## src/rtl/core/multi_shape_envelope_generator_macros.svh

```systemverilog
// Assertion macros used by the envelope generator back end (mseg_back).
// Each macro expects signals named clock and reset in the calling module.
`ifndef MULTI_SHAPE_ENVELOPE_GENERATOR_MACROS_SVH
`define MULTI_SHAPE_ENVELOPE_GENERATOR_MACROS_SVH

// Consequent must hold in the same cycle as the antecedent.
`define MSEG_ASSERT_IMPL(lbl, ante, cons, msg) \
   lbl: assert property (@(posedge clock) disable iff (reset) (ante) |-> (cons)) \
      else $error(msg);

// Consequent must hold in the cycle after the antecedent.
`define MSEG_ASSERT_NEXT(lbl, ante, cons, msg) \
   lbl: assert property (@(posedge clock) disable iff (reset) (ante) |=> (cons)) \
      else $error(msg);

`endif

```

## src/rtl/core/mseg_pkg.sv

```systemverilog
// Shared constants, types and helpers for the multi-shape envelope generator.
// No dependencies; every RTL module and interface imports this package.
package mseg_pkg;

   // Length registers keep this many bits; the elapsed counter has three more.
   localparam int LEN_BITS    = 20;
   localparam int CNT_W       = LEN_BITS + 3;
   localparam logic [CNT_W-1:0] CNT_MAX = '1;

   localparam int VEL_W       = 7;
   localparam int LVL_W       = 16;
   localparam int MAG_W       = LVL_W + 1;
   localparam int PROD_W      = MAG_W + LEN_BITS;
   localparam int QCNT_W      = $clog2(MAG_W);
   localparam int SEG_W       = 3;

   localparam int CSR_IDX_W   = 3;
   localparam int CSR_DATA_W  = (LEN_BITS > LVL_W) ? LEN_BITS : LVL_W;

   localparam int QUEUE_DEPTH = 2;
   localparam int QPTR_W      = $clog2(QUEUE_DEPTH);

   localparam logic signed [LVL_W-1:0] LVL_MAX = {1'b0, {(LVL_W-1){1'b1}}};
   localparam logic signed [LVL_W-1:0] LVL_MIN = {1'b1, {(LVL_W-1){1'b0}}};

   // Velocity follower: level = velocity * 32768 / 127
   localparam logic [MAG_W-1:0]    VEL_SCALE   = MAG_W'(32768);
   localparam logic [LEN_BITS-1:0] VEL_DIVISOR = LEN_BITS'(127);

   // Item kinds
   localparam logic KIND_TRIGGER = 1'b0;
   localparam logic KIND_TICK    = 1'b1;

   // Segment positions inside a shape
   localparam logic [SEG_W-1:0] SEG_FIRST  = SEG_W'(0);
   localparam logic [SEG_W-1:0] SEG_SECOND = SEG_W'(1);
   localparam logic [SEG_W-1:0] SEG_THIRD  = SEG_W'(2);
   localparam logic [SEG_W-1:0] SEG_FOURTH = SEG_W'(3);

   typedef enum logic [1:0] {
      MODE_STEP,
      MODE_ADHR,
      MODE_RAMP,
      MODE_VELOCITY
   } mseg_mode_type;

   typedef enum logic [CSR_IDX_W-1:0] {
      CSR_SHAPE_MODE,
      CSR_ATTACK_LEN,
      CSR_DECAY_LEN,
      CSR_RELEASE_LEN,
      CSR_HOLD_LEN,
      CSR_RAMP_LEN,
      CSR_PEAK_LEVEL,
      CSR_SUSTAIN_LEVEL
   } mseg_csr_type;

   typedef enum logic [1:0] {
      F_IDLE,
      F_SCAN,
      F_PUSH
   } mseg_front_state_type;

   typedef enum logic [2:0] {
      B_IDLE,
      B_MUL,
      B_DIV,
      B_FIN,
      B_OUT
   } mseg_back_state_type;

   typedef struct packed {
      mseg_mode_type              shape_mode;
      logic [LEN_BITS-1:0]        attack_len;
      logic [LEN_BITS-1:0]        decay_len;
      logic [LEN_BITS-1:0]        release_len;
      logic [LEN_BITS-1:0]        hold_len;
      logic [LEN_BITS-1:0]        ramp_len;
      logic signed [LVL_W-1:0]    peak_level;
      logic [LVL_W-1:0]           sustain_level;
   } mseg_cfg_type;

   // One classified item: level = base +/- (coef_mag * mult / divisor)
   typedef struct packed {
      logic [MAG_W-1:0]           coef_mag;
      logic                       coef_neg;
      logic [LEN_BITS-1:0]        mult;
      logic [LEN_BITS-1:0]        divisor;
      logic signed [LVL_W-1:0]    base;
      logic                       expired;
      logic                       active;
   } mseg_job_type;

   typedef struct packed {
      logic                       valid;
      mseg_job_type               job;
   } mseg_qwrite_type;

   typedef struct packed {
      logic                       empty;
      mseg_job_type               job;
   } mseg_qread_type;

   // Clamp an 18-bit signed value to the 16-bit level range.
   function automatic logic signed [LVL_W-1:0] sat_level(input logic signed [LVL_W+1:0] v);
      logic signed [LVL_W-1:0] r;
      if ((v[LVL_W+1:LVL_W-1] == 3'b000) || (v[LVL_W+1:LVL_W-1] == 3'b111)) begin
         r = v[LVL_W-1:0];
      end else if (v[LVL_W+1]) begin
         r = LVL_MIN;
      end else begin
         r = LVL_MAX;
      end
      return r;
   endfunction

endpackage

```

## src/rtl/core/mseg_req_if.sv

```systemverilog
// Input channel of the envelope generator: valid/ready plus one item.
// Depends on mseg_pkg.
interface mseg_req_if;
   import mseg_pkg::*;

   logic             valid;
   logic             ready;
   logic             kind;
   logic [VEL_W-1:0] velocity;

   modport source (output valid, output kind, output velocity, input ready);
   modport sink   (input valid, input kind, input velocity, output ready);
endinterface

```

## src/rtl/core/mseg_rsp_if.sv

```systemverilog
// Result channel of the envelope generator: valid/ready plus one level beat.
// Depends on mseg_pkg.
interface mseg_rsp_if;
   import mseg_pkg::*;

   logic                    valid;
   logic                    ready;
   logic signed [LVL_W-1:0] level;
   logic                    expired;
   logic                    active;

   modport source (output valid, output level, output expired, output active, input ready);
   modport sink   (input valid, input level, input expired, input active, output ready);
endinterface

```

## src/rtl/core/mseg_queue.sv

```systemverilog
// Small job FIFO between the classifier and the arithmetic back end.
// Depends on mseg_pkg.
module mseg_queue (
   input  logic                      clock,
   input  logic                      reset,
   input  mseg_pkg::mseg_qwrite_type q_write,
   output logic                      q_full,
   input  logic                      q_pop,
   output mseg_pkg::mseg_qread_type  q_read
);
   import mseg_pkg::*;

   mseg_job_type      entry_ff [QUEUE_DEPTH];
   logic [QPTR_W-1:0] wr_ptr_ff, wr_ptr_in;
   logic [QPTR_W-1:0] rd_ptr_ff, rd_ptr_in;
   logic [QPTR_W:0]   count_ff, count_in;
   logic              do_push, do_pop;

   assign q_full       = (count_ff == (QPTR_W+1)'(QUEUE_DEPTH));
   assign q_read.empty = (count_ff == '0);
   assign q_read.job   = entry_ff[rd_ptr_ff];

   assign do_push = q_write.valid && !q_full;
   assign do_pop  = q_pop && !q_read.empty;

   // pointer and fill-count update
   always_comb begin
      wr_ptr_in = wr_ptr_ff;
      rd_ptr_in = rd_ptr_ff;
      count_in  = count_ff;
      if (do_push) begin
         wr_ptr_in = (wr_ptr_ff == QPTR_W'(QUEUE_DEPTH-1)) ? '0 : wr_ptr_ff + 1'b1;
      end
      if (do_pop) begin
         rd_ptr_in = (rd_ptr_ff == QPTR_W'(QUEUE_DEPTH-1)) ? '0 : rd_ptr_ff + 1'b1;
      end
      if (do_push && !do_pop) begin
         count_in = count_ff + 1'b1;
      end else if (do_pop && !do_push) begin
         count_in = count_ff - 1'b1;
      end
   end

   always_ff @(posedge clock) begin
      if (reset) begin
         wr_ptr_ff <= '0;
         rd_ptr_ff <= '0;
         count_ff  <= '0;
      end else begin
         wr_ptr_ff <= wr_ptr_in;
         rd_ptr_ff <= rd_ptr_in;
         count_ff  <= count_in;
      end
   end

   // storage, no reset needed
   always_ff @(posedge clock) begin
      if (do_push) begin
         entry_ff[wr_ptr_ff] <= q_write.job;
      end
   end

endmodule

```

## src/rtl/core/mseg_front.sv

```systemverilog
// Front end: accepts items, keeps elapsed time and run state, and walks the
// shape's segments to classify each item into an arithmetic job. Depends on mseg_pkg.
module mseg_front (
   input  logic                      clock,
   input  logic                      reset,
   input  mseg_pkg::mseg_cfg_type    cfg,
   mseg_req_if.sink                  req_chan,
   input  logic                      q_full,
   output mseg_pkg::mseg_qwrite_type q_write
);
   import mseg_pkg::*;

   mseg_front_state_type    state_ff, state_in;
   logic [CNT_W-1:0]        elapsed_ff, elapsed_in;
   logic                    running_ff, running_in;
   logic [VEL_W-1:0]        velocity_ff, velocity_in;
   logic signed [LVL_W-1:0] sus_ff, sus_in;
   logic [SEG_W-1:0]        seg_ff, seg_in;
   logic [CNT_W-1:0]        base_ff, base_in;
   mseg_job_type            job_ff, job_in;

   localparam logic signed [2*LVL_W:0] SUS_ROUND = (2*LVL_W+1)'((1 << (LVL_W-1)) - 1);

   function automatic logic [LEN_BITS-1:0] at_least_one(input logic [LEN_BITS-1:0] v);
      return (v == '0) ? LEN_BITS'(1) : v;
   endfunction

   function automatic logic [MAG_W-1:0] magnitude(input logic [MAG_W-1:0] v);
      return v[MAG_W-1] ? MAG_W'(~v + 1'b1) : v;
   endfunction

   // sustain = sat16(peak * sustain_level / 32768), truncated toward zero
   logic signed [2*LVL_W:0] sus_prod;
   logic signed [2*LVL_W:0] sus_adj;
   logic signed [LVL_W+1:0] sus_quot;
   logic signed [LVL_W-1:0] sus_calc;

   assign sus_prod = cfg.peak_level * $signed({1'b0, cfg.sustain_level});
   assign sus_adj  = sus_prod + (sus_prod[2*LVL_W] ? SUS_ROUND : '0);
   assign sus_quot = sus_adj[2*LVL_W:LVL_W-1];
   assign sus_calc = sat_level(sus_quot);

   // segment length and count for the current mode
   logic [LEN_BITS-1:0] seg_len;
   logic [SEG_W-1:0]    seg_count;
   logic [CNT_W-1:0]    seg_end;
   logic                seg_hit;
   logic [LEN_BITS-1:0] seg_offset;

   always_comb begin
      seg_len   = '0;
      seg_count = '0;
      unique case (cfg.shape_mode)
         MODE_STEP: begin
            seg_count = SEG_W'(1);
            seg_len   = cfg.hold_len;
         end
         MODE_ADHR: begin
            seg_count = SEG_W'(4);
            unique case (seg_ff)
               SEG_FIRST:  seg_len = at_least_one(cfg.attack_len);
               SEG_SECOND: seg_len = at_least_one(cfg.decay_len);
               SEG_THIRD:  seg_len = cfg.hold_len;
               SEG_FOURTH: seg_len = cfg.release_len;
               default:    seg_len = '0;
            endcase
         end
         MODE_RAMP: begin
            seg_count = SEG_W'(2);
            seg_len   = (seg_ff == SEG_FIRST) ? at_least_one(cfg.ramp_len) : cfg.hold_len;
         end
         MODE_VELOCITY: begin
            seg_count = SEG_W'(1);
            seg_len   = at_least_one(cfg.hold_len);
         end
      endcase
   end

   assign seg_end    = base_ff + CNT_W'(seg_len);
   assign seg_hit    = (elapsed_ff < seg_end);
   assign seg_offset = LEN_BITS'(elapsed_ff - base_ff);

   // job for an item that falls inside the current segment
   logic signed [MAG_W-1:0] peak_ext, sus_ext, sus_minus_peak;
   mseg_job_type            hit_job;

   assign peak_ext       = {cfg.peak_level[LVL_W-1], cfg.peak_level};
   assign sus_ext        = {sus_ff[LVL_W-1], sus_ff};
   assign sus_minus_peak = sus_ext - peak_ext;

   always_comb begin
      hit_job         = '0;
      hit_job.divisor = LEN_BITS'(1);
      hit_job.mult    = seg_offset;
      hit_job.active  = 1'b1;
      unique case (cfg.shape_mode)
         MODE_STEP: begin
            hit_job.base = cfg.peak_level;
         end
         MODE_ADHR: begin
            unique case (seg_ff)
               SEG_FIRST: begin
                  hit_job.coef_mag = magnitude(peak_ext);
                  hit_job.coef_neg = peak_ext[MAG_W-1];
                  hit_job.divisor  = at_least_one(cfg.attack_len);
               end
               SEG_SECOND: begin
                  hit_job.base     = cfg.peak_level;
                  hit_job.coef_mag = magnitude(sus_minus_peak);
                  hit_job.coef_neg = sus_minus_peak[MAG_W-1];
                  hit_job.divisor  = at_least_one(cfg.decay_len);
               end
               SEG_THIRD: begin
                  hit_job.base = sus_ff;
               end
               SEG_FOURTH: begin
                  // falls from sustain toward zero
                  hit_job.base     = sus_ff;
                  hit_job.coef_mag = magnitude(sus_ext);
                  hit_job.coef_neg = !sus_ext[MAG_W-1];
                  hit_job.divisor  = cfg.release_len;
               end
               default: begin
                  hit_job.base = '0;
               end
            endcase
         end
         MODE_RAMP: begin
            if (seg_ff == SEG_FIRST) begin
               hit_job.coef_mag = magnitude(peak_ext);
               hit_job.coef_neg = peak_ext[MAG_W-1];
               hit_job.divisor  = at_least_one(cfg.ramp_len);
            end else begin
               hit_job.base = cfg.peak_level;
            end
         end
         MODE_VELOCITY: begin
            hit_job.coef_mag = VEL_SCALE;
            hit_job.mult     = LEN_BITS'(velocity_ff);
            hit_job.divisor  = VEL_DIVISOR;
         end
      endcase
   end

   // state machine: next state and register inputs
   always_comb begin
      state_in      = state_ff;
      elapsed_in    = elapsed_ff;
      running_in    = running_ff;
      velocity_in   = velocity_ff;
      sus_in        = sus_ff;
      seg_in        = seg_ff;
      base_in       = base_ff;
      job_in        = job_ff;
      req_chan.ready = 1'b0;
      q_write.valid = 1'b0;
      q_write.job   = job_ff;
      unique case (state_ff)
         F_IDLE: begin
            req_chan.ready = 1'b1;
            if (req_chan.valid) begin
               sus_in  = sus_calc;
               seg_in  = SEG_FIRST;
               base_in = '0;
               if (req_chan.kind == KIND_TRIGGER) begin
                  velocity_in = req_chan.velocity;
                  elapsed_in  = '0;
                  running_in  = 1'b1;
                  state_in    = F_SCAN;
               end else begin
                  if (elapsed_ff != CNT_MAX) begin
                     elapsed_in = elapsed_ff + 1'b1;
                  end
                  if (running_ff) begin
                     state_in = F_SCAN;
                  end else begin
                     job_in         = '0;
                     job_in.divisor = LEN_BITS'(1);
                     state_in       = F_PUSH;
                  end
               end
            end
         end
         F_SCAN: begin
            if (seg_ff == seg_count) begin
               // past the last segment: envelope ends here
               job_in         = '0;
               job_in.divisor = LEN_BITS'(1);
               job_in.expired = 1'b1;
               job_in.base    = (cfg.shape_mode == MODE_RAMP) ? cfg.peak_level : '0;
               running_in     = 1'b0;
               state_in       = F_PUSH;
            end else if (seg_hit) begin
               job_in   = hit_job;
               state_in = F_PUSH;
            end else begin
               base_in = seg_end;
               seg_in  = seg_ff + 1'b1;
            end
         end
         F_PUSH: begin
            q_write.valid = 1'b1;
            if (!q_full) begin
               state_in = F_IDLE;
            end
         end
         default: begin
            state_in = F_IDLE;
         end
      endcase
   end

   always_ff @(posedge clock) begin
      if (reset) begin
         state_ff    <= F_IDLE;
         elapsed_ff  <= '0;
         running_ff  <= 1'b0;
         velocity_ff <= '0;
      end else begin
         state_ff    <= state_in;
         elapsed_ff  <= elapsed_in;
         running_ff  <= running_in;
         velocity_ff <= velocity_in;
      end
   end

   always_ff @(posedge clock) begin
      sus_ff  <= sus_in;
      seg_ff  <= seg_in;
      base_ff <= base_in;
      job_ff  <= job_in;
   end

endmodule

```

## src/rtl/core/mseg_back.sv

```systemverilog
// Back end: multiplies, runs a restoring divider one quotient bit per cycle,
// then offsets and clamps the level and holds it for the result beat. Depends on mseg_pkg.
module mseg_back (
   input  logic                     clock,
   input  logic                     reset,
   input  mseg_pkg::mseg_qread_type q_read,
   output logic                     q_pop,
   mseg_rsp_if.source               rsp_chan
);
   import mseg_pkg::*;
   `include "multi_shape_envelope_generator_macros.svh"

   mseg_back_state_type     state_ff, state_in;
   mseg_job_type            job_ff, job_in;
   logic [LEN_BITS-1:0]     rem_ff, rem_in;
   logic [MAG_W-1:0]        low_ff, low_in;
   logic [MAG_W-1:0]        quot_ff, quot_in;
   logic [QCNT_W-1:0]       step_ff, step_in;
   logic signed [LVL_W-1:0] level_ff, level_in;

   // product; quotient is known to fit MAG_W bits, so the top bits seed the remainder
   logic [PROD_W-1:0] prod;
   assign prod = PROD_W'(job_ff.coef_mag) * PROD_W'(job_ff.mult);

   // one restoring step
   logic [LEN_BITS:0] shifted, div_ext, diff;
   logic              fits;
   assign shifted = {rem_ff, low_ff[MAG_W-1]};
   assign div_ext = {1'b0, job_ff.divisor};
   assign fits    = (shifted >= div_ext);
   assign diff    = shifted - div_ext;

   // final offset from the segment base
   logic signed [LVL_W+1:0] base_ext, quot_ext, level_sum;
   assign base_ext  = {{2{job_ff.base[LVL_W-1]}}, job_ff.base};
   assign quot_ext  = {1'b0, quot_ff};
   assign level_sum = job_ff.coef_neg ? (base_ext - quot_ext) : (base_ext + quot_ext);

   always_comb begin
      state_in = state_ff;
      job_in   = job_ff;
      rem_in   = rem_ff;
      low_in   = low_ff;
      quot_in  = quot_ff;
      step_in  = step_ff;
      level_in = level_ff;
      q_pop    = 1'b0;
      unique case (state_ff)
         B_IDLE: begin
            if (!q_read.empty) begin
               q_pop    = 1'b1;
               job_in   = q_read.job;
               state_in = B_MUL;
            end
         end
         B_MUL: begin
            rem_in   = prod[PROD_W-1:MAG_W];
            low_in   = prod[MAG_W-1:0];
            quot_in  = '0;
            step_in  = '0;
            state_in = B_DIV;
         end
         B_DIV: begin
            rem_in  = fits ? diff[LEN_BITS-1:0] : shifted[LEN_BITS-1:0];
            low_in  = {low_ff[MAG_W-2:0], 1'b0};
            quot_in = {quot_ff[MAG_W-2:0], fits};
            step_in = step_ff + 1'b1;
            if (step_ff == QCNT_W'(MAG_W-1)) begin
               state_in = B_FIN;
            end
         end
         B_FIN: begin
            level_in = sat_level(level_sum);
            state_in = B_OUT;
         end
         B_OUT: begin
            if (rsp_chan.ready) begin
               state_in = B_IDLE;
            end
         end
         default: begin
            state_in = B_IDLE;
         end
      endcase
   end

   assign rsp_chan.valid   = (state_ff == B_OUT);
   assign rsp_chan.level   = level_ff;
   assign rsp_chan.expired = job_ff.expired;
   assign rsp_chan.active  = job_ff.active;

   always_ff @(posedge clock) begin
      if (reset) begin
         state_ff <= B_IDLE;
      end else begin
         state_ff <= state_in;
      end
   end

   always_ff @(posedge clock) begin
      job_ff   <= job_in;
      rem_ff   <= rem_in;
      low_ff   <= low_in;
      quot_ff  <= quot_in;
      step_ff  <= step_in;
      level_ff <= level_in;
   end

   // checks
   `MSEG_ASSERT_IMPL(a_rem_below_divisor, state_ff == B_DIV, rem_ff < job_ff.divisor, "divider remainder not below divisor")
   `MSEG_ASSERT_NEXT(a_pop_starts_multiply, q_pop, state_ff == B_MUL, "popped job did not start multiply")
   `MSEG_ASSERT_IMPL(a_expired_not_active, rsp_chan.valid && rsp_chan.expired, !rsp_chan.active, "expired beat still marked active")

endmodule

```

## src/rtl/core/multi_shape_envelope_generator.sv

```systemverilog
// Multi-shape envelope generator. Path from accepted item to result valid
// (front: accept, zero to five segment checks, push; back: pop, multiply,
// 17-step divide, clamp). The front end can accept a new item while the back end's
// one-bit-per-cycle restoring divider is still working on an earlier one.
// Reset (synchronous): envelope idle, counter and velocity zero, registers to defaults.
// Depends on mseg_pkg, mseg_req_if, mseg_rsp_if, mseg_queue, mseg_front, mseg_back.
module multi_shape_envelope_generator (
   input  logic                               clock,
   input  logic                               reset,
   mseg_req_if.sink                           req_chan,
   mseg_rsp_if.source                         rsp_chan,
   input  logic                               csr_we,
   input  logic [mseg_pkg::CSR_IDX_W-1:0]     csr_index,
   input  logic [mseg_pkg::CSR_DATA_W-1:0]    csr_data
);
   import mseg_pkg::*;

   mseg_cfg_type    cfg_ff, cfg_in;
   mseg_qwrite_type q_write;
   mseg_qread_type  q_read;
   logic            q_full;
   logic            q_pop;

   // register write decode
   always_comb begin
      cfg_in = cfg_ff;
      if (csr_we) begin
         unique case (mseg_csr_type'(csr_index))
            CSR_SHAPE_MODE:    cfg_in.shape_mode    = mseg_mode_type'(csr_data[1:0]);
            CSR_ATTACK_LEN:    cfg_in.attack_len    = csr_data[LEN_BITS-1:0];
            CSR_DECAY_LEN:     cfg_in.decay_len     = csr_data[LEN_BITS-1:0];
            CSR_RELEASE_LEN:   cfg_in.release_len   = csr_data[LEN_BITS-1:0];
            CSR_HOLD_LEN:      cfg_in.hold_len      = csr_data[LEN_BITS-1:0];
            CSR_RAMP_LEN:      cfg_in.ramp_len      = csr_data[LEN_BITS-1:0];
            CSR_PEAK_LEVEL:    cfg_in.peak_level    = csr_data[LVL_W-1:0];
            CSR_SUSTAIN_LEVEL: cfg_in.sustain_level = csr_data[LVL_W-1:0];
         endcase
      end
   end

   always_ff @(posedge clock) begin
      if (reset) begin
         cfg_ff.shape_mode    <= MODE_ADHR;
         cfg_ff.attack_len    <= LEN_BITS'(480);
         cfg_ff.decay_len     <= LEN_BITS'(4800);
         cfg_ff.release_len   <= LEN_BITS'(9600);
         cfg_ff.hold_len      <= LEN_BITS'(4800);
         cfg_ff.ramp_len      <= LEN_BITS'(24000);
         cfg_ff.peak_level    <= LVL_MAX;
         cfg_ff.sustain_level <= LVL_W'(9830);
      end else begin
         cfg_ff <= cfg_in;
      end
   end

   mseg_front u_front (
      .clock    (clock),
      .reset    (reset),
      .cfg      (cfg_ff),
      .req_chan (req_chan),
      .q_full   (q_full),
      .q_write  (q_write)
   );

   mseg_queue u_queue (
      .clock   (clock),
      .reset   (reset),
      .q_write (q_write),
      .q_full  (q_full),
      .q_pop   (q_pop),
      .q_read  (q_read)
   );

   mseg_back u_back (
      .clock    (clock),
      .reset    (reset),
      .q_read   (q_read),
      .q_pop    (q_pop),
      .rsp_chan (rsp_chan)
   );

endmodule

```

## src/flat_wrapper.sv

```systemverilog
// flat-port wrapper written by rule: the top's interface ports become plain ports
module multi_shape_envelope_generator_flat import mseg_pkg::*;
  (clock, reset, csr_we, csr_index, csr_data, req_chan_valid, req_chan_kind, req_chan_velocity, req_chan_ready, rsp_chan_valid, rsp_chan_level, rsp_chan_expired, rsp_chan_active, rsp_chan_ready);
  mseg_req_if req_chan_i ();
  mseg_rsp_if rsp_chan_i ();
  input  logic clock;
  input  logic reset;
  input  logic csr_we;
  input  logic [mseg_pkg::CSR_IDX_W-1:0] csr_index;
  input  logic [mseg_pkg::CSR_DATA_W-1:0] csr_data;
  input wire logic [$bits(req_chan_i.valid)-1:0] req_chan_valid;
  input wire logic [$bits(req_chan_i.kind)-1:0] req_chan_kind;
  input wire logic [$bits(req_chan_i.velocity)-1:0] req_chan_velocity;
  output wire logic [$bits(req_chan_i.ready)-1:0] req_chan_ready;
  output wire logic [$bits(rsp_chan_i.valid)-1:0] rsp_chan_valid;
  output wire logic [$bits(rsp_chan_i.level)-1:0] rsp_chan_level;
  output wire logic [$bits(rsp_chan_i.expired)-1:0] rsp_chan_expired;
  output wire logic [$bits(rsp_chan_i.active)-1:0] rsp_chan_active;
  input wire logic [$bits(rsp_chan_i.ready)-1:0] rsp_chan_ready;
  assign req_chan_i.valid = req_chan_valid;
  assign req_chan_i.kind = req_chan_kind;
  assign req_chan_i.velocity = req_chan_velocity;
  assign req_chan_ready = req_chan_i.ready;
  assign rsp_chan_valid = rsp_chan_i.valid;
  assign rsp_chan_level = rsp_chan_i.level;
  assign rsp_chan_expired = rsp_chan_i.expired;
  assign rsp_chan_active = rsp_chan_i.active;
  assign rsp_chan_i.ready = rsp_chan_ready;
  multi_shape_envelope_generator u_core (.clock(clock), .reset(reset), .req_chan(req_chan_i), .rsp_chan(rsp_chan_i), .csr_we(csr_we), .csr_index(csr_index), .csr_data(csr_data));
endmodule
```

## config.mk

```make
export PLATFORM = sky130hd
export DESIGN_NAME = multi_shape_envelope_generator_flat
export DESIGN_NICKNAME = d
export VERILOG_FILES = /design/src/rtl/core/mseg_pkg.sv /design/src/rtl/core/mseg_req_if.sv /design/src/rtl/core/mseg_rsp_if.sv /design/src/rtl/core/mseg_queue.sv /design/src/rtl/core/mseg_front.sv /design/src/rtl/core/mseg_back.sv /design/src/rtl/core/multi_shape_envelope_generator.sv /design/src/flat_wrapper.sv
export VERILOG_INCLUDE_DIRS = /design/src /design/src/rtl/core
export SDC_FILE = /design/constraint.sdc
export NUM_CORES = 2
export LEC_CHECK = 0
export BUFFER_PORTS_ARGS = -buffer_cell sky130_fd_sc_hd__buf_2
export CELL_PAD_IN_SITES_DETAIL_PLACEMENT = 2
export CELL_PAD_IN_SITES_GLOBAL_PLACEMENT = 2
export CORE_MARGIN = 2
export CORE_UTILIZATION = 46
export CTS_CLUSTER_DIAMETER = 100
export DETAILED_ROUTE_END_ITERATION = 8
export GPL_ROUTABILITY_DRIVEN = 1
export GPL_TIMING_DRIVEN = 1
export PLACE_DENSITY = 0.83
export SLEW_MARGIN = 20
export SYNTH_ARGS = -nofsm -noshare
export SYNTH_HDL_FRONTEND = slang
export SYNTH_SLANG_ARGS = --single-unit
```

## constraint.sdc

```tcl
create_clock -name clock -period 19.99 [get_ports clock]
set_input_delay 3.998 -clock clock [delete_from_list [all_inputs] [get_ports clock]]
set_output_delay 3.998 -clock clock [all_outputs]
set_load 0.02 [all_outputs]
```

* Yosys cells after proc, flatten, opt, wreduce, memory -nomap -nowiden
Memory sizes are Yosys's and may differ from the RTL's. A register that Yosys moved wholly into a read port is not among the register bits.
Cells that the tools add are included.
** Storage, ports and cells
- Word-level logic and storage cells :: 216
- Memories kept :: 1
- Memory bits (writable) :: 152
- Output and inout bits :: 20
- Bits in registers :: 367
- Input bits :: 36
** Operators by class
- Reductions and logical operators :: 45
- Bitwise logic cells :: 5
- Multipliers :: 2
- $lt $le $gt $ge :: 2
- Muxes and demuxes :: 75
- Add/sub/neg operators :: 17
- Equality and inequality tests :: 38
** Memory list
- u_core.u_queue.entry_ff :: depth 2, width 76, read ports 1, clocked after memory_dff 1, write ports 1, line mseg_queue.sv:13 : mseg_job_type entry_ff [QUEUE_DEPTH];
** Operator list (count)
- 76-bit 2-to-1 mux :: 5
- 20-bit 2-to-1 mux :: 8
- 20-bit one-hot mux with 4 select lines :: 2
- 76-bit one-hot mux with 2 select lines :: 1
- 20-bit one-hot mux with 3 select lines :: 2
- 23-bit 2-to-1 mux :: 5
- 16-bit 2-to-1 mux :: 6
- 20-bit zero test :: 4
- 17-bit one-hot mux with 2 select lines :: 2
- 18-bit one-hot mux with 3 select lines :: 1
- 17-bit by 1-bit adder with 17-bit output, second input constant :: 3
- 17-bit 2-to-1 mux :: 3
- 17-bit inverter :: 3
- 17-bit one-hot mux with 3 select lines :: 1
- 16-bit one-hot mux with 3 select lines :: 1
- 23-bit one-hot mux with 2 select lines :: 1
- 20-bit one-hot mux with 2 select lines :: 1
- 20-bit subtractor :: 2
- 17-bit by 20-bit multiplier with 37-bit output :: 1
- 18-bit 2-to-1 mux :: 2
- 33-bit by 15-bit adder with 33-bit output :: 1
- 16-bit by 17-bit multiplier with 33-bit output :: 1
- 16-bit one-hot mux with 2 select lines :: 1
- 23-bit by 1-bit adder with 23-bit output, second input constant :: 1
- 44 further kinds :: 126

* Longest topological paths before layout
- Depth in word-level cells :: 9
- Mapped depth :: 34
- Mapped depth without buffers :: 32

* Hierarchy
From an unflattened synthesis, not the netlist that was laid out.
** Second synthesis, totals
- Cell total of the unflattened synthesis :: 5147
- Area, all modules :: 50858.8 sq um
** Modules (own cells, without submodules)
- mseg_front :: instances 1, area each 20895.0 sq um, cells each 2430
- mseg_back :: instances 1, area each 18983.2 sq um, cells each 1970
- mseg_queue :: instances 1, area each 5705.5 sq um, cells each 261
- multi_shape_envelope_generator :: instances 1, area each 5275.1 sq um, cells each 486

* Least setup slack after synthesis
No wires, ideal clock.
- Path kind :: input -> register
- Start point :: in req_chan_valid
- End point :: reg u_core.u_front.job_ff, in the netlist u_core.u_front.q_write[0], enable pin
- Setup time :: 0.615 ns
- Setup slack :: 9.919 ns
- Cell stages on the path :: 2
- Buffers on the path :: 0
- Data arrival time :: 9.456 ns
- Data required time :: 19.375 ns
- Cells stage by stage :: nand2_1 > o21ai_0
** On the way
- Word-level cells in the longest chain between the ends :: 2
** Ends and longest elaborated chain
- start, declared :: line flat_wrapper.sv:11 : input wire logic [$bits(req_chan_i.valid)-1:0] req_chan_valid;
- 2-bit != test (no source line)
- 5-bit AND reduction (no source line)
- end signal, assigned :: line mseg_front.sv:231 : job_ff <= job_in;
- end, declared :: line mseg_front.sv:20 : mseg_job_type job_ff, job_in;
Every way passes these cells.
A chain may end at the register's enable or synchronous reset.

* Final worst setup path
- Start point :: reg u_core.cfg_ff[17] (netlist bit)
- End point :: reg u_core.u_front.sus_ff[4], data pin
** On the way
- Word-level cells in the longest chain between the ends :: 6
- Elaborated cells between the ends (all ways) :: 8
- Those cells by class :: 1 x add/sub; 1 x mul; 1 x eq/ne; 3 x mux; 2 x reduce/logical
** Ends and longest elaborated chain
- start, declared :: line multi_shape_envelope_generator.sv:18 : mseg_cfg_type cfg_ff, cfg_in;
- start signal, assigned :: line multi_shape_envelope_generator.sv:52 : cfg_ff <= cfg_in;
- 16-bit by 17-bit multiplier with 33-bit output (*) :: line mseg_front.sv:38 : assign sus_prod = cfg.peak_level * $signed({1'b0, cfg.sustain_level});
- 15-bit 2-to-1 mux :: line mseg_front.sv:39 : assign sus_adj = sus_prod + (sus_prod[2*LVL_W] ? SUS_ROUND : '0);
- 33-bit by 15-bit adder with 33-bit output (*) :: line mseg_front.sv:39
- 3-bit == test or 3-bit zero test (tied branches) :: line mseg_pkg.sv:107 : if ((v[LVL_W+1:LVL_W-1] == 3'b000) || (v[LVL_W+1:LVL_W-1] == 3'b111)) begin
- 1-bit logical OR :: line mseg_pkg.sv:107
- 16-bit 2-to-1 mux (*) :: line mseg_pkg.sv:107
- named net u_core.u_front.sus_calc[4] :: line mseg_front.sv:36 : logic signed [LVL_W-1:0] sus_calc;
- end signal, assigned :: line mseg_front.sv:228 : sus_ff <= sus_in;
- end, declared :: line mseg_front.sv:17 : logic signed [LVL_W-1:0] sus_ff, sus_in;
Mark *: on every way through the listed nets, which the timed path passes. The rest lies on a longest branch.

==> run metrics <==
status completed; clock latency on the worst-skew pair between 0.6 and 0.7 ns; Post-Syn Area 0.0497 mm^2; Seq cells post-synth 595; Final ANT Viol Nets 0; Core ar. 0.107 mm^2; die span in y between 300 and 400 um; Slew HR 0.208; die area approximately 0.11 mm^2; number of remaining DRC errors 0; Max Cap Violations 0; Detailed Place HPWL 134 mm; Ports 56; Top FF cell, synth edfxtp_1; CP startpoint u_core.cfg_ff[17]$_SDFFE_PP1P_; Vias 40.0k; critical path type flip-flop to flip-flop; total grt overflow 0; syn nets 6055; post-synth top area cell edfxtp_1; Tmin final 10.22 ns; most frequent CP cell fa_1; post-CTS sizing 0; max frequency 97.8 MHz; post-CTS setup repair buffer count 0; H-tree level count 3; CTS root buf clkbuf_16; Yosys cell types 97; I/O Buffers 55; setup_tns 0 ns; Final setup viols 0; number of synthesized flops with an enable pin 421; slowest CP cell dfxtp_1; fin crit share 0.511; Max FO, Critical Path 21; synth top area cells edfxtp_1, fa_1, ha_1, dfxtp_1, nand2_1; Synth top area share 0.254; gpl congestion 0.857; vias in the first global route approximately 46k; CTS clock-pin slew for the worst setup and hold paths 0.07 ns; CTS tree done; final-report hold violation count 0; CP arrival approximately 11 ns; RSZ-0062 raised after global routing false; register area about 0.016 mm^2; Worst-Margin Slew 1.19 ns; GRT Total Usage 0.342; syn_area_per_cell just under 10 um^2; first-pass GRT wire length 289 mm; Hold/Removal Path Class flip-flop to flip-flop; skew final 0.0472 ns; post-synthesis sequential area ratio 0.324; critical path endpoint category flip-flop; Hold Buf Count CTS 0; CP Launch Type flip-flop; RR Startpoint u_core.cfg_ff[17]$_SDFFE_PP1P_; cell depth of the worst hold path 0; Layout Nets 6002; CP required 20.34 ns; Initial Util 0.464; flop2flop setup slack 9.77 ns; max-slew violation count 0; clk sinks 595; Hold Path Origin u_core.u_front.q_write[58]$_SDFFCE_PP0P_; First-pass DRT Iterations 6; Syn. warnings 0; largest net degree at the start of global routing 80; CTS Buf Count between 70 and 80; Routed WL around 190 mm; WL per Instance 28.6 um; FF-to-FF path depth 28; Hold EP u_core.u_queue.entry_ff[1][58]$_DFFE_PP_; vias per cell 6.06; # fillers 11.1k; Synth Instances 5179; area of the multi-input gates approximately 0.03 mm^2; Initial DRC Count 2993; Die X 333 um; num rows 120; CTS Buffer Depth 3; r2r endpoint u_core.u_front.sus_ff[4]$_DFFE_PP_; FFs w/ async S/R, synth 0; slowest stage delay, CP 0.94 ns; layout cells sized above 1 0.0733; initial antenna violation count 6; Syn-to-layout area delta 8.57%
## per-stage QoR
step	cells	hold WS, ns	setup slack (ns)	instance area [um^2]	util
after CTS	6588	0.443	9.94	54000	0.503
final	6593	0.453	9.77	54000	0.504
after detailed placement	6449	0.433	10.18	51300	0.479
after global routing	6590	0.450	9.41	54000	0.504
after global placement	6449	0.422	10.53	51300	0.479
after floorplan	5179	0.421	9.92	49700	-
## worst max-delay path: cells and delay by family, from the launching register on
kind	cells	cell delay (ns)
simple gates	4	0.61
flops	1	0.94
buf+inv	3	0.16
compound gates	13	4.30
fa+ha+maj	8	3.87
## area by class of cell
| class | count | share of cell area |
|---|---|---|
| antenna | 3 | 0.000139 |
| clock buffer | 98 | 0.0392 |
| clock inverter | 41 | 0.00987 |
| inverter | 671 | 0.0466 |
| multi-input combinational | 3674 | 0.560 |
| sequential | 595 | 0.299 |
| tap | 1403 | 0.0325 |
| timing repair buffer | 108 | 0.0129 |
## registers in the layout, summed over array words and instances, names as in the netlist, 7 cells and up
signal / flops
u_core.cfg_ff: 134
u_core.u_back.base_ext: 16
u_core.u_back.div_ext: 20
u_core.u_back.job_ff: 38
u_core.u_back.low_ff: 17
u_core.u_back.quot_ff: 17
u_core.u_back.rem_ff: 20
u_core.u_back.rsp_chan.level: 16
u_core.u_front.base_ff: 23
u_core.u_front.elapsed_ff: 23
u_core.u_front.q_write: 76
u_core.u_front.sus_ff: 16
u_core.u_front.velocity_ff: 7
u_core.u_queue.entry_ff: 152
## synth_stat cells (11+ instances only)
cell type  number
o21ai_0       142
o211ai_1       33
mux2i_1        16
o22ai_1        17
a21boi_0       13
nand3_1        87
a22oi_1        19
and2_1        232
ha_1          372
nand2b_1       47
a211oi_1       14
edfxtp_1      421
a22o_1         20
xnor2_1       133
nor3_1         52
o21a_1         32
a21oi_1       271
nand4_1        17
dfxtp_1       174
xor2_1         78
mux2_2         82
nand2_1       847
o31ai_1        22
or2_2          11
a21o_1         67
nor2b_1        32
inv_1         671
clkbuf_1      211
a222oi_1       13
nor4_1         32
o21bai_1       18
buf_1          17
nor2_1        245
a31oi_1        26
and3_1         37
fa_1          468
or3_1          26
## how the worst max path moves through the flow
stage | endpoint | slack, ns | cells after the start
2_1_floorplan | u_core.u_front.q_write[0]$_SDFFCE_PP0P_ | 9.92 | 2
6_report | u_core.u_front.sus_ff[4]$_DFFE_PP_ | 9.77 | 28
5_1_grt | u_core.u_front.sus_ff[4]$_DFFE_PP_ | 9.41 | 28
3_5_place_dp | u_core.u_front.sus_ff[0]$_DFFE_PP_ | 10.18 | 28
4_1_cts | u_core.u_front.sus_ff[4]$_DFFE_PP_ | 9.94 | 28
3_3_place_gp | u_core.u_front.sus_ff[4]$_DFFE_PP_ | 10.53 | 28
## metal layers
layer | global-route usage | vias up | wire, um
met5 | 0 | - | 51
met1 | 0.401 | 21000 | 72900
met4 | 0.159 | 8 | 9110
li1 | - | 17100 | -
met3 | 0.0556 | 506 | 9930
met2 | 0.610 | 1398 | 96700
## logic make-up after synthesis
group / Yosys count / synth area share
and+or+nand+nor: 1706 / 0.158
xor gates and xnor gates: 211 / 0.0372
muxes: 98 / 0.0218
adders and majority gates: 840 / 0.282
buffers and inverters: 910 / 0.0694
AOI/OAI and AO/OA: 819 / 0.107
DFF: 595 / 0.324
## layout by cell type, fill, tap and decap left out, drive strengths merged, types with 16 or more instances in the layout
master,Yosys,layout
nand2,847,847
inv,671,678
fa,468,468
edfxtp,421,421
ha,372,372
a21oi,272,272
nor2,245,245
and2,233,233
dfxtp,174,174
o21ai,161,161
xnor2,133,133
buf,26,108
clkbuf,213,98
nand3,88,88
mux2,82,82
xor2,78,78
a21o,67,67
nor3,52,52
nand2b,47,47
and3,38,38
o211ai,33,33
o21a,32,32
nor4,32,32
nor2b,32,32
a31oi,27,27
or3,26,26
o31ai,23,23
clkinv,0,21
a22o,20,20
a22oi,19,19
o21bai,18,18
nand4,18,18
o22ai,17,17
a211oi,17,17
a21boi,17,17
mux2i,16,16
Power is not shown: default switching activity piles up to over one toggle a cycle in this logic, so the estimate is an artifact.
